==> src/rtl/idsd_pkg.sv <==
// Shared constants for the infrared direction selector with debounce.
// Used by the top level, queue, debouncer and checker in rtl/ through scoped names; depends on nothing.
`timescale 1ns / 1ps

package idsd_pkg;

   // Default sensor count of the array.
   localparam int SENSORS_DEFAULT = 6;

   // Debounce run counter and threshold register.
   localparam int THR_W = 4;
   localparam logic [THR_W-1:0] THRESHOLD_RESET = 4'd3;
   localparam logic [THR_W-1:0] RUN_MAX = 4'd15;

   // Front-sensor mask reset value, trimmed to the sensor count at the top level.
   localparam logic [31:0] FRONT_MASK_RESET = 32'd35;

   // Configuration register indexes.
   localparam int CSR_IDX_W = 2;
   localparam logic [CSR_IDX_W-1:0] REG_RUN_THRESHOLD = 2'd0;
   localparam logic [CSR_IDX_W-1:0] REG_FRONT_MASK = 2'd1;

   // Depth of the queue between classifier and debouncer.
   localparam int QUEUE_DEPTH = 2;

endpackage

==> src/rtl/ir_direction_select_debounce.sv <==
// Top level of the infrared direction selector with debounce: configuration
// registers, classifier, queue and debouncer. Depends on idsd_pkg and the idsd_ modules.
//
//   channel   dir  handshake              payload
//   req_      in   req_tvalid/req_tready  tdata: sensor_levels
//   rsp_      out  rsp_tvalid/rsp_tready  tdata: direction; tuser: signal_lost, new_direction
//   csr_      in   csr_we                 csr_index, csr_wdata
//
// One frame is accepted per cycle while the queue has room; each frame waits
// in the two-entry queue until the debouncer takes it, and a frame with a result
// is then loaded into the output register. Frames that are not yet stable produce no result.
// Synchronous reset clears the queue, run state and output valid, and
// restores threshold 3 and the front mask to its reset value.
// A stalled rsp_ side backs up through the queue to req_tready.
`timescale 1ns / 1ps

module ir_direction_select_debounce #(
   parameter int SENSORS = idsd_pkg::SENSORS_DEFAULT
) (
   input  logic                                  clock,
   input  logic                                  reset,
   // req_tdata: [SENSORS-1:0] sensor_levels, zero padding above
   input  logic                                  req_tvalid,
   output logic                                  req_tready,
   input  logic [((SENSORS+7)/8)*8-1:0]          req_tdata,
   // rsp_tdata: [DIR_W-1:0] direction, zero padding above
   // rsp_tuser: [0] signal_lost, [1] new_direction
   output logic                                  rsp_tvalid,
   input  logic                                  rsp_tready,
   output logic [(($clog2(SENSORS)+7)/8)*8-1:0]  rsp_tdata,
   output logic [1:0]                            rsp_tuser,
   input  logic                                  csr_we,
   input  logic [idsd_pkg::CSR_IDX_W-1:0]        csr_index,
   input  logic [((SENSORS > 4) ? SENSORS : 4)-1:0] csr_wdata
);

   localparam int DIR_W = $clog2(SENSORS);
   localparam int RSP_W = ((DIR_W + 7) / 8) * 8;
   localparam int THR_W = idsd_pkg::THR_W;
   localparam logic [31:0] FRONT_RESET_FULL = idsd_pkg::FRONT_MASK_RESET;
   localparam logic [SENSORS-1:0] FRONT_RESET = FRONT_RESET_FULL[SENSORS-1:0];

   logic [THR_W-1:0]   threshold_ff;
   logic [SENSORS-1:0] front_mask_ff;
   logic               cls_lost;
   logic [DIR_W-1:0]   cls_cand;
   logic               q_full;
   logic               q_not_empty;
   logic               q_pop;
   logic [DIR_W:0]     q_data;
   logic               back_ready;
   logic [DIR_W-1:0]   out_direction;
   logic               out_lost;
   logic               out_new;

   // Write configuration registers; unknown indexes are dropped
   always_ff @(posedge clock) begin
      if (reset) begin
         threshold_ff  <= idsd_pkg::THRESHOLD_RESET;
         front_mask_ff <= FRONT_RESET;
      end else if (csr_we) begin
         case (csr_index)
            idsd_pkg::REG_RUN_THRESHOLD: threshold_ff  <= csr_wdata[THR_W-1:0];
            idsd_pkg::REG_FRONT_MASK:    front_mask_ff <= csr_wdata[SENSORS-1:0];
            default: ;
         endcase
      end
   end

   idsd_front #(
      .SENSORS (SENSORS),
      .DIR_W   (DIR_W)
   ) u_front (
      .sensor_levels (req_tdata[SENSORS-1:0]),
      .front_mask    (front_mask_ff),
      .lost          (cls_lost),
      .cand          (cls_cand)
   );

   assign req_tready = !q_full;

   idsd_queue #(
      .WIDTH (DIR_W + 1)
   ) u_queue (
      .clock     (clock),
      .reset     (reset),
      .push      (req_tvalid && !q_full),
      .push_data ({cls_lost, cls_cand}),
      .full      (q_full),
      .pop       (q_pop),
      .not_empty (q_not_empty),
      .pop_data  (q_data)
   );

   assign q_pop = q_not_empty && back_ready;

   idsd_back #(
      .DIR_W (DIR_W)
   ) u_back (
      .clock            (clock),
      .reset            (reset),
      .run_threshold    (threshold_ff),
      .item_valid       (q_not_empty),
      .item_lost        (q_data[DIR_W]),
      .item_cand        (q_data[DIR_W-1:0]),
      .item_ready       (back_ready),
      .out_valid        (rsp_tvalid),
      .out_ready        (rsp_tready),
      .out_direction    (out_direction),
      .out_lost         (out_lost),
      .out_new          (out_new)
   );

   assign rsp_tdata = RSP_W'(out_direction);
   assign rsp_tuser = {out_new, out_lost};

endmodule

==> src/rtl/idsd_front.sv <==
// Classifier: turns one frame of active-low sensor levels into a candidate
// direction and a lost-signal flag. Depends on nothing but its parameters.
`timescale 1ns / 1ps

module idsd_front #(
   parameter int SENSORS = 6,
   parameter int DIR_W = 3
) (
   input  logic [SENSORS-1:0] sensor_levels,
   input  logic [SENSORS-1:0] front_mask,
   output logic               lost,
   output logic [DIR_W-1:0]   cand
);

   localparam int CNT_W = $clog2(SENSORS + 1);

   logic [SENSORS-1:0] active;
   logic [SENSORS-1:0] front;
   logic [SENSORS-1:0] kept;
   logic [CNT_W-1:0]   target;

   // Pick active front sensors if any, otherwise all active sensors
   assign active = ~sensor_levels;
   assign front  = active & front_mask;
   assign kept   = (front != '0) ? front : active;
   assign lost   = (active == '0);
   assign target = CNT_W'($countones(kept)) >> 1;

   // Select the kept sensor with exactly target kept sensors below it
   always_comb begin
      cand = '0;
      for (int i = 0; i < SENSORS; i++) begin
         if (kept[i] &&
             (CNT_W'($countones(kept & ~({SENSORS{1'b1}} << i))) == target)) begin
            cand = cand | DIR_W'(i);
         end
      end
   end

endmodule

==> src/rtl/idsd_queue.sv <==
// Short item queue between the classifier and the debouncer.
// Depends on idsd_pkg for its depth.
`timescale 1ns / 1ps

module idsd_queue #(
   parameter int WIDTH = 4
) (
   input  logic             clock,
   input  logic             reset,
   input  logic             push,
   input  logic [WIDTH-1:0] push_data,
   output logic             full,
   input  logic             pop,
   output logic             not_empty,
   output logic [WIDTH-1:0] pop_data
);

   localparam int DEPTH = idsd_pkg::QUEUE_DEPTH;
   localparam int PTR_W = (DEPTH > 1) ? $clog2(DEPTH) : 1;
   localparam int CNT_W = $clog2(DEPTH + 1);

   logic [WIDTH-1:0] entry_ff [DEPTH];
   logic [PTR_W-1:0] wr_ptr_ff, wr_ptr_in;
   logic [PTR_W-1:0] rd_ptr_ff, rd_ptr_in;
   logic [CNT_W-1:0] count_ff, count_in;

   assign full      = (count_ff == CNT_W'(DEPTH));
   assign not_empty = (count_ff != '0);
   assign pop_data  = entry_ff[rd_ptr_ff];

   // Advance pointers and occupancy
   always_comb begin
      wr_ptr_in = wr_ptr_ff;
      rd_ptr_in = rd_ptr_ff;
      count_in  = count_ff;
      if (push) begin
         wr_ptr_in = (wr_ptr_ff == PTR_W'(DEPTH - 1)) ? '0 : wr_ptr_ff + 1'b1;
      end
      if (pop) begin
         rd_ptr_in = (rd_ptr_ff == PTR_W'(DEPTH - 1)) ? '0 : rd_ptr_ff + 1'b1;
      end
      if (push && !pop) begin
         count_in = count_ff + 1'b1;
      end else if (pop && !push) begin
         count_in = count_ff - 1'b1;
      end
   end

   always_ff @(posedge clock) begin
      if (reset) begin
         wr_ptr_ff <= '0;
         rd_ptr_ff <= '0;
         count_ff  <= '0;
      end else begin
         wr_ptr_ff <= wr_ptr_in;
         rd_ptr_ff <= rd_ptr_in;
         count_ff  <= count_in;
      end
   end

   // Store pushed items
   always_ff @(posedge clock) begin
      if (push) begin
         entry_ff[wr_ptr_ff] <= push_data;
      end
   end

endmodule

==> src/rtl/idsd_back.sv <==
// Debouncer: tracks runs of equal candidates, issues stable directions and
// lost-signal reports into an output register. Depends on idsd_pkg.
`timescale 1ns / 1ps

module idsd_back #(
   parameter int DIR_W = 3
) (
   input  logic                          clock,
   input  logic                          reset,
   input  logic [idsd_pkg::THR_W-1:0]    run_threshold,
   input  logic                          item_valid,
   input  logic                          item_lost,
   input  logic [DIR_W-1:0]              item_cand,
   output logic                          item_ready,
   output logic                          out_valid,
   input  logic                          out_ready,
   output logic [DIR_W-1:0]              out_direction,
   output logic                          out_lost,
   output logic                          out_new
);

   localparam int THR_W = idsd_pkg::THR_W;

   logic             take;
   logic [DIR_W-1:0] last_ff, last_in;
   logic             last_valid_ff, last_valid_in;
   logic [DIR_W-1:0] comm_ff, comm_in;
   logic             comm_valid_ff, comm_valid_in;
   logic [THR_W-1:0] run_ff, run_in;
   logic             emit;
   logic             is_new;

   logic             out_valid_ff, out_valid_in;
   logic [DIR_W-1:0] out_dir_ff, out_dir_in;
   logic             out_lost_ff, out_lost_in;
   logic             out_new_ff, out_new_in;

   // Take an item whenever the output register is free or being drained
   assign item_ready = !out_valid_ff || out_ready;
   assign take       = item_valid && item_ready;

   // Update run state and decide whether a result goes out
   always_comb begin
      last_in       = last_ff;
      last_valid_in = last_valid_ff;
      comm_in       = comm_ff;
      comm_valid_in = comm_valid_ff;
      run_in        = run_ff;
      emit          = 1'b0;
      is_new        = 1'b0;
      if (item_lost) begin
         last_valid_in = 1'b0;
         comm_valid_in = 1'b0;
         run_in        = '0;
         emit          = 1'b1;
      end else begin
         if (last_valid_ff && (item_cand == last_ff)) begin
            run_in = (run_ff == idsd_pkg::RUN_MAX) ? run_ff : run_ff + 1'b1;
         end else begin
            run_in = THR_W'(1);
         end
         last_in       = item_cand;
         last_valid_in = 1'b1;
         if (run_in >= run_threshold) begin
            emit          = 1'b1;
            is_new        = !comm_valid_ff || (item_cand != comm_ff);
            comm_in       = item_cand;
            comm_valid_in = 1'b1;
         end
      end
   end

   // Load the output register on a take that issues a result, clear it once drained
   always_comb begin
      out_valid_in = out_valid_ff;
      out_dir_in   = out_dir_ff;
      out_lost_in  = out_lost_ff;
      out_new_in   = out_new_ff;
      if (item_ready) begin
         out_valid_in = take && emit;
      end
      if (take && emit) begin
         out_dir_in  = item_lost ? '0 : item_cand;
         out_lost_in = item_lost;
         out_new_in  = is_new;
      end
   end

   always_ff @(posedge clock) begin
      if (reset) begin
         last_valid_ff <= 1'b0;
         comm_valid_ff <= 1'b0;
         run_ff        <= '0;
         out_valid_ff  <= 1'b0;
      end else begin
         if (take) begin
            last_valid_ff <= last_valid_in;
            comm_valid_ff <= comm_valid_in;
            run_ff        <= run_in;
         end
         out_valid_ff <= out_valid_in;
      end
   end

   // Hold payload registers without reset
   always_ff @(posedge clock) begin
      if (take) begin
         last_ff <= last_in;
         comm_ff <= comm_in;
      end
      out_dir_ff  <= out_dir_in;
      out_lost_ff <= out_lost_in;
      out_new_ff  <= out_new_in;
   end

   assign out_valid     = out_valid_ff;
   assign out_direction = out_dir_ff;
   assign out_lost      = out_lost_ff;
   assign out_new       = out_new_ff;

endmodule

==> config.mk <==
export PLATFORM = sky130hd
export DESIGN_NAME = ir_direction_select_debounce
export DESIGN_NICKNAME = d
export VERILOG_FILES = /design/src/rtl/idsd_pkg.sv /design/src/rtl/ir_direction_select_debounce.sv /design/src/rtl/idsd_front.sv /design/src/rtl/idsd_queue.sv /design/src/rtl/idsd_back.sv
export SDC_FILE = /design/constraint.sdc
export NUM_CORES = 1
export LEC_CHECK = 0
export BUFFER_PORTS_ARGS = -buffer_cell sky130_fd_sc_hd__buf_4
export CAP_MARGIN = 15
export CORE_ASPECT_RATIO = 0.9
export CORE_MARGIN = 2
export CORE_UTILIZATION = 35
export CTS_CLUSTER_DIAMETER = 30
export DETAILED_ROUTE_END_ITERATION = 12
export GPL_ROUTABILITY_DRIVEN = 0
export GPL_TIMING_DRIVEN = 0
export SETUP_SLACK_MARGIN = 0.2
export SLEW_MARGIN = 0
export SYNTH_ARGS = -nofsm -noshare
export SYNTH_HDL_FRONTEND = slang
export SYNTH_SLANG_ARGS = --single-unit
==> constraint.sdc <==
create_clock -name clock -period 4.2 [get_ports clock]
set_clock_uncertainty 0.05 [all_clocks]
set_input_delay 0.63 -clock clock [delete_from_list [all_inputs] [get_ports clock]]
set_output_delay 0.63 -clock clock [all_outputs]
set_load 0.005 [all_outputs]
==> flow_summary.ini, run 1 <==
[drt]
drt-pass1-iter-count = 4
routedLengthMet1_um = 2000
wl_met2_um = 2070
routed-wl-met3_um = 164
drc_violation_count_after_routing = 0
route.detailed.wl_per_inst_um = 11.7
via_per_inst = 4.47
drt-total-wl_um = 4310
initial_detailed_routing_violation_count = 39
vias = 1645
drt.antenna.violating_nets = 0
highest_layer = met4

[layout]
num-nets-final = 315
layout_overhead_on_the_synthesized_area_pct = 24.8
drive_gt1_frac = 0.270
finalInstanceArea_um2 = 2940
final_core_util = 0.449
diodes_inserted = 0
instances_no_fill = 368

[logic_synthesis]
yosys.area.top_type = edfxtp_1
seq_area_frac_synth = 0.429
ys_top_cells_by_area = edfxtp_1 24%, dfxtp_1 19%, ha_1 7.4%, nor2_1 4.9%, xor2_1 4.1%
synth.distinct_cells = 47
synthCells = 233
yosys_warnings = 0
synth_seq_cells = 41
netlist_area_um2 = 2360
synth-edff-count = 19
synth.most_common_cell = nor2_1
synth.top_cells.by_count = 31 x nor2_1, 23 x inv_1, 22 x dfxtp_1
synthArstFlopShare = 0
postSynthAreaPerCell_um2 = 10.1
synth_largest_type_area_fraction = 0.242
synth_top_flop_cell = dfxtp_1

[pwr]
power.density_cell_area_nw_per_um2 = 486
vdd_drop_max_mv = 0.155
post-layout-total-power_mw = 1.43
leakage_component_of_the_power_nw = 1.27

[setup_path]
setup.reg_to_reg.worst_slack_ns = 0.40
timing.critical_path.fanout_max = 5
cp_slowest_cell = fa_2
regToRegEndpoint = u_queue.entry_ff[0][0]$_DFFE_PP_
timing_worst_setup_path_type = primary input to register
launching_element_of_the_worst_setup_path = req_tdata[0]
crit_path_cell_trace = buf_8 > nand2b_4 > o21ai_4 > nor3_4 > buf_6 > nor2_1 > nor2_1 > ha_1 > ha_2 > fa_2 > inv_2 > fa_2 > xnor2_2 > or3_4 > a211oi_2 > o21ai_2 > o211ai_1
regToRegStartpoint = front_mask_ff[1]$_SDFFE_PP1P_
crit_path_start_kind = primary input
critPathArrivalTime_ns = 3.94
critical_path.max_stage_delay_ns = 0.57
worstRegToRegCells = 16
worst_ep_required_time_ns = 4.26
cp-endpoint = u_queue.entry_ff[0][0]$_DFFE_PP_
end_kind = register

[timing]
grt_setup_unrepaired = false
tightest_slew_ns = 0.888
timing.final.max_slew_violations = 0
timing.final.crit_period_ns = 3.88
maxSlewHeadroom = 0.407
fin_ws_ns = 0.321
final.setup.tns_ns = 0
report.final.hold_viol_count = 0
finish_stage_setup_viols = 0
fin_hold_ws_ns = 0.450
fmaxAchievable_mhz = 258
post-route-period-util = 0.924

[hold_path]
timing.hold.worst.class = register to register

[job]
max_cap_viol_count = 0

[die]
floorplan.die.width_um = 90.5
core_area_um2 = 6550
die_height_um = 81.8
start_util = 0.360
ioPinCount = 33
row_count = 28
die_area_um2 = 7400

[grt]
grt_usage = 0.125
global_route.overflow_total = 0
number_of_global_route_vias_before_repair = 1601
antenna_found_initial = 0
grt_max_degree = 13
global_route_wire_length_before_repair_um = 7250

[outcome]
status = finished clean

[clocking]
cts_buffer_depth = 2
clock_insertion_delay_worst_skew_ns = 0.30
cts-htree-levels = 2
clockRootBuffer = clkbuf_8
tritoncts = yes
cts_made_buffers = 5
tritoncts_num_sinks = 41
cts.reportedPaths.clkPinSlew_ns = 0.08

[placement]
port_buffers = 25
pre_cts_ws_ns = -0.345
placement.cell_area_um2 = 2680
hpwl_um = 3270
dp.cells = 352
==> worst min path at each step <==
stage | startpoint | end | depth (start not counted)
finish | u_back.run_ff[3]$_SDFFE_PP0P_ | u_back.run_ff[3]$_SDFFE_PP0P_ | 2
global route | reset | front_mask_ff[0]$_SDFFE_PP1P_ | 2
CTS | u_back.run_ff[3]$_SDFFE_PP0P_ | u_back.run_ff[3]$_SDFFE_PP0P_ | 2
detailed placement | u_back.run_ff[3]$_SDFFE_PP0P_ | u_back.run_ff[3]$_SDFFE_PP0P_ | 2
global placement | u_back.run_ff[1]$_SDFFE_PP0P_ | u_back.run_ff[1]$_SDFFE_PP0P_ | 2
floorplan | front_mask_ff[0]$_SDFFE_PP1P_ | front_mask_ff[0]$_SDFFE_PP1P_ | 1
==> cell type report <==
type | instances | area [µm²]
sequential | 41 | 1010
inverter | 24 | 92.6
timing repair buffer | 33 | 259
multi-input combinational | 161 | 1270
tap | 90 | 113
fill | 621 | 3610
clock buffer | 8 | 111
buffer | 11 | 85.1
==> registers in the layout, indices dropped and copies added, names as in the netlist, named ones only <==
signal	cells
u_back.comm_ff	3
front_mask_ff	6
threshold_ff	4
u_back.last_ff	3
u_back.comm_valid_ff	1
u_queue.wr_ptr_ff	1
u_back.out_direction	3
u_queue.count_ff	2
u_back.out_new	1
u_queue.entry_ff	8
u_queue.rd_ptr_ff	1
u_back.last_valid_ff	1
u_back.out_lost	1
u_back.out_valid	1
u_back.run_ff	4
==> critical path: cells and delay by family <==
family                   cells  cell delay, ns
adder cells (fa/ha/maj)      4            1.39
AND/OR/NAND/NOR              5            0.92
AO/OA/AOI/OAI                4            0.54
buffers and inverters        3            0.27
XOR/XNOR                     1            0.16
==> routing by layer <==
layer	vias to the layer above	track usage
met3	8	0.0294
met2	28	0.214
met4	0	0.0554
met1	742	0.153
li1	867	-
met5	-	0
==> logic make-up after synthesis <==
family / after synthesis / share of synthesized area
muxes: 9 / 0.0542
buffers and inverters: 35 / 0.0749
other: 1 / 0.00159
xor gates and xnor gates: 21 / 0.0876
adders and majority gates: 17 / 0.0998
AOI/OAI and AO/OA: 36 / 0.0967
DFF: 41 / 0.429
and+or+nand+nor: 73 / 0.156
==> repair_timing <==
action / CTS / global route
hold buffers: 0 / 0
setup buffers: 2 / 6
pin swaps: 1 / 10
setup endpoints to repair: 6 / 6
gates resized for setup: 5 / 16
endpoints found under the hold margin: 0 / 0
==> cells in the final DEF (no fill, tap or decap), drive strengths merged, types with 2 or more instances in the layout <==
cell | Yosys | layout
nor3 | 3 | 3
nand3b | 2 | 2
or4 | 2 | 2
a21oi | 10 | 10
nand2 | 12 | 12
nand3 | 3 | 3
o22ai | 2 | 2
a211o | 4 | 4
conb | 1 | 5
nand4 | 3 | 3
ha | 14 | 14
a211oi | 2 | 2
fa | 3 | 3
or3 | 3 | 3
edfxtp | 19 | 19
o21ai | 10 | 10
clkbuf | 2 | 10
nand2b | 7 | 7
xnor2 | 7 | 7
dfxtp | 22 | 22
mux2i | 9 | 9
nor2 | 31 | 31
and3 | 2 | 2
inv | 24 | 24
buf | 8 | 41
xor2 | 14 | 14
==> power by group <==
| part | leakage [nW] | switching, mW | internal [mW] | total (mW) |
|---|---|---|---|---|
| clock network | 0.0566 | 0.133 | 0.170 | 0.303 |
| logic | 0.849 | 0.296 | 0.257 | 0.553 |
| registers | 0.359 | 0.0481 | 0.525 | 0.573 |
(Power assumes the default switching activity.)
==> run 2, diff against run 1 <==
--- a/config.mk
+++ b/config.mk
@@ -5,6 +5,8 @@
 export SDC_FILE = /design/constraint.sdc
 export NUM_CORES = 1
 export LEC_CHECK = 0
+export ABC_AREA = 1
+export ABC_CLOCK_PERIOD_IN_PS = 4200
 export BUFFER_PORTS_ARGS = -buffer_cell sky130_fd_sc_hd__buf_4
 export CAP_MARGIN = 15
 export CORE_ASPECT_RATIO = 0.9
@@ -14,6 +16,7 @@
 export DETAILED_ROUTE_END_ITERATION = 12
 export GPL_ROUTABILITY_DRIVEN = 0
 export GPL_TIMING_DRIVEN = 0
+export RECOVER_POWER = 100
 export SETUP_SLACK_MARGIN = 0.2
 export SLEW_MARGIN = 0
 export SYNTH_ARGS = -nofsm -noshare
==> run 2 against run 1 <==
  * Sequential cell count did not move
  * Wire length rose by 3.2%
  * Hold slack got worse by 0.043 ns
  * Critical endpoint unchanged
  * Highest routed layer unchanged
==> flow_summary.ini, run 2 <==
[grt]
gr-usage-met1 = 0.170
globalRouteMet3Util = 0.0309
grt_usage = 0.133
grt_max_degree = 15
number_of_global_route_vias_before_repair = 1814
busiest_layer = met2
grt_util_met2 = 0.226
antenna_found_initial = 0
global_route_wire_length_before_repair_um = 7940
global_route.overflow_total = 0

[layout]
drive_gt1_frac = 0.132
multi_input_area_um2 = 1100
largest_register = u_queue.entry_ff
max_reg_flops = 8
num-nets-final = 378
layout_common_cells = 75 x nand2_1, 50 x inv_1, 32 x nor2_1, 23 x buf_4, 22 x dfxtp_1
area.sequential_um2 = 1010
layout_overhead_on_the_synthesized_area_pct = 17.6
fill_cells = 694
layout.cells.most_common = nand2_1
largest_registers = u_queue.entry_ff: 8 flops, front_mask_ff: 6 flops
final_core_util = 0.425
diodes_inserted = 0

[logic_synthesis]
yosys.area.top_type = edfxtp_1
synthArstFlopShare = 0
synth.top_cells.by_count = 72 x nand2_1, 48 x inv_1, 29 x nor2_1
synth_top_flop_cell = dfxtp_1
synth_seq_cells = 41
seq_area_frac_synth = 0.425
netlist_area_um2 = 2380
yosys_warnings = 0
synth.distinct_cells = 27
synth_largest_type_area_fraction = 0.240
ys_top_cells_by_area = edfxtp_1 24%, dfxtp_1 19%, nand2_1 11%, inv_1 7.6%, ha_1 7.4%
synth-edff-count = 19
synthCells = 304
postSynthAreaPerCell_um2 = 7.82
synth.most_common_cell = nand2_1

[setup_path]
worst_ep_required_time_ns = 4.31
end_kind = register
timing_worst_setup_path_type = primary input to register
crit_path_start_kind = primary input
worstRegToRegCells = 18
critPathArrivalTime_ns = 3.94
timing.critical_path.fanout_max = 5

[drt]
drt-pass1-iter-count = 4
drt.antenna.violating_nets = 0
route.detailed.wl_per_inst_um = 10.3
drt-total-wl_um = 4450
initial_detailed_routing_violation_count = 94
vias = 1921
via_per_inst = 4.46
drc_violation_count_after_routing = 0

[die]
ioPinCount = 33
row_count = 28
die_area_um2 = 7470
start_util = 0.361
core_area_um2 = 6590
floorplan.die.width_um = 90.9
die_height_um = 82.2

[outcome]
status = finished clean

[timing]
report.final.hold_viol_count = 0
fmaxAchievable_mhz = 261
timing.final.max_slew_violations = 0
grt_setup_unrepaired = false
tightest_slew_ns = 0.927
final.setup.tns_ns = 0
timing.final.crit_period_ns = 3.83
post-route-period-util = 0.912
finish_stage_setup_viols = 0
fin_ws_ns = 0.371
maxSlewHeadroom = 0.375

[clocking]
clockRootBuffer = clkbuf_8
tritoncts_num_sinks = 41
cts-htree-levels = 2
tritoncts = yes
clock_insertion_delay_worst_skew_ns = 0.29
cts_made_buffers = 5
cts_buffer_depth = 2
cts.reportedPaths.clkPinSlew_ns = 0.08

[pwr]
power.density_cell_area_nw_per_um2 = 521
post-layout-total-power_mw = 1.46
vdd_drop_max_mv = 0.217
leakage_component_of_the_power_nw = 1.36

[placement]
hpwl_um = 3620
pre_cts_ws_ns = -0.123
port_buffers = 24

[job]
max_cap_viol_count = 0

[hold_path]
number_of_instances_on_the_worst_hold_path = 1
timing.hold.worst.class = register to register
run 2: cell types whose count changed in the layout (fill, tap and decap cells not counted), moves of 6 or more:
cell      change
nand2_1      +63
inv_1        +28
buf_4        -15
nand3_1      +15
o21ai_0      +12
a21oi_1       +8
clkbuf_4      +7
mux2i_1       -6
nand2b_1      -6
run 2: report_power, final:
group / switching (mW) / leakage [nW] / internal (mW)
sequential: 0.0488 / 0.360 / 0.541
combinational: 0.320 / 0.938 / 0.192
clock: 0.141 / 0.0669 / 0.215
total: 0.509 / 1.36 / 0.949
run 2: stage by stage:
step,hold slack (ns),area (µm²),std cells
after CTS,0.405,2820,430
after global routing,0.417,2800,431
after global placement,0.386,2690,422
final,0.407,2800,431
after floorplan,0.376,2390,308
after detailed placement,0.393,2690,422
run 2: logic make-up (layout without fill, tap and decap cells):
| family | count (synthesis) | count (layout) | synth area share |
|---|---|---|---|
| AO/OA/AOI/OAI | 37 | 37 | 0.0837 |
| AND/OR/NAND/NOR | 138 | 138 | 0.250 |
| XOR/XNOR | 9 | 9 | 0.0332 |
| buffers and inverters | 61 | 94 | 0.107 |
| adder cells (fa/ha/maj) | 17 | 17 | 0.0989 |
| flip-flops | 41 | 41 | 0.425 |
| other | 1 | 5 | 0.00158 |
run 2: routing by layer:
metal,routed length (µm),up-vias
met3,224,7
li1,-,1031
met1,2190,840
met5,0,-
met2,1990,43
met4,55,0
run 2: layout make-up:
type                            count  share of cell area
Buffer                             10              0.0228
Clock buffer                        6              0.0336
Clock inverter                      2              0.0139
Inverter                           51              0.0685
Multi-Input combinational cell    206               0.395
Sequential cell                    41               0.362
Tap cell                           90              0.0403
Timing Repair Buffer               25              0.0644
run 2: path summary, 6_finish.rpt:
kind                                                     start                          endpoint  slack, ns
worst min register to register  u_queue.rd_ptr_ff$_SDFFE_PP0P_                          register       0.41
worst max-delay path                              req_tdata[0]  u_queue.entry_ff[0][0]$_DFFE_PP_       0.37
worst min-delay path            u_queue.rd_ptr_ff$_SDFFE_PP0P_                          register       0.41
worst max register to register   front_mask_ff[0]$_SDFFE_PP1P_  u_queue.entry_ff[0][0]$_DFFE_PP_       0.51
run 2: worst max-delay path, cell delays in order:
cell      delay, ns
buf_4          0.11
inv_1          0.07
nand2_1        0.09
nand2_1        0.12
nor2_4         0.05
nand3_1        0.08
nand2_1        0.09
ha_1           0.33
ha_1           0.23
fa_2           0.57
inv_1          0.07
fa_1           0.53
clkbuf_1       0.28
xor2_1         0.20
nand3_1        0.10
nor2_1         0.11
nand2_1        0.09
nand2_1        0.07
inv_1          0.04
nand2_1        0.07
run 2: what timing repair did:
action | 4_1_cts | 5_1_grt
hold endpoints to repair | 0 | 0
pin swaps | 0 | 1
endpoints found under the setup margin | 2 | 6
hold buffers | 0 | 0
resized for setup | 1 | 5
buffers inserted | 0 | 1
gates cloned | 0 | 0
